**src/hdl/vwt_pkg.sv**
```systemverilog
`timescale 1ns / 1ps

package vwt_pkg;

  localparam int unsigned CAPACITY = 1024;
  localparam int unsigned COORD_W  = 32;
  localparam int unsigned EPS_W    = 16;
  localparam int unsigned INDEX_W  = 10;

  localparam logic [EPS_W-1:0] EPS_RESET = 16'd6;

  localparam logic CMD_EXACT = 1'b0;
  localparam logic CMD_CLOSE = 1'b1;

  typedef struct packed {
    logic                      cmd;
    logic signed [COORD_W-1:0] x;
    logic signed [COORD_W-1:0] y;
  } req_t;

  typedef struct packed {
    logic [INDEX_W-1:0] index;
    logic               inserted;
    logic               full_res;
  } res_t;

endpackage

```
**src/hdl/vwt_cmp.sv**
```systemverilog
`timescale 1ns / 1ps

module vwt_cmp (
  input  vwt_pkg::req_t                      req_i,
  input  logic signed [vwt_pkg::COORD_W-1:0] sx_i,
  input  logic signed [vwt_pkg::COORD_W-1:0] sy_i,
  input  logic [vwt_pkg::EPS_W-1:0]          eps_i,
  output logic                               match_o
);

  localparam int unsigned DW = vwt_pkg::COORD_W + 1;

  logic signed [DW-1:0] dx;
  logic signed [DW-1:0] dy;
  logic [DW-1:0]        adx;
  logic [DW-1:0]        ady;
  logic [DW-1:0]        eps_ext;
  logic                 exact;

  always_comb begin
    dx      = {sx_i[vwt_pkg::COORD_W-1], sx_i} - {req_i.x[vwt_pkg::COORD_W-1], req_i.x};
    dy      = {sy_i[vwt_pkg::COORD_W-1], sy_i} - {req_i.y[vwt_pkg::COORD_W-1], req_i.y};
    adx     = dx[DW-1] ? DW'(-dx) : DW'(dx);
    ady     = dy[DW-1] ? DW'(-dy) : DW'(dy);
    eps_ext = DW'(eps_i);
    exact   = (req_i.cmd == vwt_pkg::CMD_EXACT) || (eps_i <= vwt_pkg::EPS_W'(1));
    if (exact) begin
      match_o = (sx_i == req_i.x) && (sy_i == req_i.y);
    end else begin
      match_o = (adx < eps_ext) && (ady < eps_ext);
    end
  end

endmodule

```
**config.mk**
```make
export PLATFORM = sky130hd
export DESIGN_NAME = vwt_cmp
export DESIGN_NICKNAME = d
export VERILOG_FILES = /design/src/hdl/vwt_pkg.sv /design/src/hdl/vwt_cmp.sv
export SDC_FILE = /design/constraint.sdc
export NUM_CORES = 1
export LEC_CHECK = 0
export BUFFER_PORTS_ARGS = -buffer_cell sky130_fd_sc_hd__buf_2
export CORE_MARGIN = 2
export CORE_UTILIZATION = 35
export DETAILED_ROUTE_END_ITERATION = 16
export PLACE_DENSITY = 0.57
export SLEW_MARGIN = 20
export SYNTH_ARGS = -nofsm -noshare
export SYNTH_HDL_FRONTEND = slang
export SYNTH_SLANG_ARGS = --single-unit
```
**constraint.sdc**
```tcl
create_clock -name vclk -period 9.6
set_input_delay 1.92 -clock vclk [all_inputs]
set_output_delay 1.92 -clock vclk [all_outputs]
set_load 0.02 [all_outputs]
```
==> impl_metrics.py <==
metrics = {
    "pwr": {
        "clock_power_share_pct": 0,
        "p_int_uw": 298,
        "switchingPower_uw": 389,
        "cellLeakagePower_uw": 0.00402,
        "p_per_area_nw_per_um2": 81.7,
        "seqPwrFrac_pct": 0,
        "power_uw": 688,
        "pwr-share-comb_pct": 100.0,
        "switching_share_pct": 56.6,
        "ir_worst_vdd_uv": 25.9,
    },
    "worst_setup_path": {
        "cp.arrival_ns": 7.34,
        "start_kind": "primary input",
        "slowest_delay_ns": 0.56,
        "crit_top_cell": "o21a_1",
        "crit_fanout": 3,
        "end_kind": "output pin",
        "required_ns": 7.68,
        "criticalPathCategory": "in2out",
        "critPathTopFamily": "compound AO/OA/AOI/OAI gates",
        "worst-path-buf-inv": 2,
        "cp_slowest_cell": "or4_4",
    },
    "routing": {
        "drtIter0Drc": 295,
        "dr_total_vias": 7999,
        "wl_per_cell_um": 13.8,
        "drt-total-wl_um": 20700,
        "ant_nets": 0,
        "drcViolationCount": 0,
        "firstDrtPassIters": 4,
        "via_per_inst": 5.34,
    },
    "die": {
        "fp.dieH_um": 144,
        "design.core.area_um2": 19300,
        "pin_count": 146,
        "std_cell_rows": 51,
        "start_util_pct": 35.3,
        "dieArea_um2": 20600,
        "fp.dieW_um": 144,
    },
    "grt": {
        "grt_max_degree": 20,
        "grt_pass1_wl_um": 34200,
        "grt_remaining_overflow": 0,
        "track_usage_pct": 19.4,
        "first_global_vias": 7388,
        "antenna_found_initial": 0,
    },
    "timing": {
        "fin_crit_ns": 9.26,
        "tightest_slew_ns": 0.903,
        "finalCritPeriodShare_pct": 96.5,
        "report.final.hold_viol_count": 0,
        "setup_ws_ns": 0.337,
        "drv_slew": 0,
        "fmax_mhz": 108,
        "relSlewSlack_pct": 39.3,
        "setup_viol": 0,
    },
    "worst_hold_path": {
        "worstHoldPathType": "in2out",
    },
    "yosys": {
        "postSynthAreaPerCell_um2": 6.54,
        "yosysWarnings": 0,
        "seq_area_frac_synth_pct": 0,
        "syn_nets": 1288,
        "synth_area_um2": 6830,
        "synth_cells": 1045,
        "ys_types": 88,
    },
    "status": {
        "status": "complete, no violations",
    },
    "place": {
        "dp_worst_setup_slack_ns": -0.128,
        "gp_congestion": 0.910,
        "io_buffers": 146,
        "hpwl_um": 18200,
    },
    "layout": {
        "diodes": 0,
        "drive_gt1_share_pct": 22.0,
        "n_clock_buffer": 0,
        "n_sequential_cell": 0,
        "final_nets": 1477,
        "regArea_um2": 0,
        "syn_to_final_growth_pct": 23.3,
    },
    "job": {
        "maxCapViolCount": 0,
    },
    "clock_network": {
        "cts_hold_buf": 0,
    },
}
-- power by group through the flow --
| stage | Sequential (uW) | Clock [uW] | Combinational [uW] |
|---|---|---|---|
| 4_1_cts | 0 | 0 | 676 |
| 3_5_place_dp | 0 | 0 | 667 |
| 2_1_floorplan | 0 | 0 | 483 |
| 6_report | 0 | 0 | 688 |
| 3_3_place_gp | 0 | 0 | 663 |
| 5_1_grt | 0 | 0 | 774 |
-- cell families (layout without fill, tap and decap cells) --
logic type	after synthesis	count (layout)	synth area share, %
simple gates	385	385	29.1
buf+inv	132	319	7.29
compound gates	349	349	34.9
mux	8	8	1.19
fa+ha+maj	98	98	18.2
xor+xnor	73	73	9.36
-- cell type report --
cell class / instances / area (um2)
well taps: 265 / 332
multi-input cells: 913 / 6420
fillers: 2109 / 10900
inverters: 97 / 364
repair buffers: 222 / 1310
-- repair_timing --
| item | in CTS | in global routing |
|---|---|---|
| setup buffers | 2 | 4 |
| pin swaps | 6 | 7 |
| setup endpoints to repair | 1 | 1 |
| gates resized for setup | 7 | 15 |
-- path summary, 6_finish.rpt --
path              depth (start not counted)       from  slack, ns      end
setup / recovery                         27  req_i[32]       0.34  match_o
hold / removal                            5  req_i[64]       4.46  match_o
-- stage by stage --
step                instance area (um2)  utilization [%]  std cells  setup TNS (ns)  hold slack, ns
detailed placement                 8300             42.9       1491          -0.128            4.47
global placement                   8300             42.9       1491          -0.113            4.47
floorplan                          6850                -       1045               0            4.10
global route                       8420             43.5       1497        -0.00792            4.48
CTS                                8340             43.1       1493               0            4.47
finish                             8420             43.5       1497               0            4.46
-- Yosys cell counts, types with 14 or more instances --
library cell  count  area [um2]
nand2_1         105         394
inv_1            97         364
ha_1             96        1200
a21oi_1          93         465
nor2_1           81         304
o21ai_0          65         325
xnor2_1          45         394
nor3_1           36         180
clkbuf_1         32         120
xor2_1           28         245
a21o_1           26         195
nand3_1          25         125
nand4_1          22         138
a211oi_1         17         128
o211ai_1         17         128
o21a_1           17         128
nor2b_1          16         100
and2_1           14        87.6
-- per-layer routing --
layer | global-route usage (%) | wire [um] | vias up
met5 | 0 | 0 | -
met1 | 26.3 | 10000 | 3588
met2 | 35.9 | 9930 | 152
li1 | - | - | 4248
met4 | 1.39 | 134 | 0
met3 | 0.200 | 585 | 11
-- cell usage in the layout, fill, tap and decap left out, types with 9 or more instances in the layout --
cell type  instances
a21oi_1           92
a21o_1            26
o21bai_1           9
xnor2_1           44
o21ai_0           60
nand4_1           22
nor2_1            81
nand3_1           25
or3_1             10
inv_1             97
buf_4             76
nand2_1          105
nor3_1            36
and3_1            13
o211ai_1          17
a211oi_1          16
ha_1              96
xor2_1            28
buf_2            145
a31oi_1           12
o21a_1            17
nor2b_1           16
and2_1            14
nor4_1             9
nand2b_1          10
No activity file was read; power rests on OpenSTA's default activity.
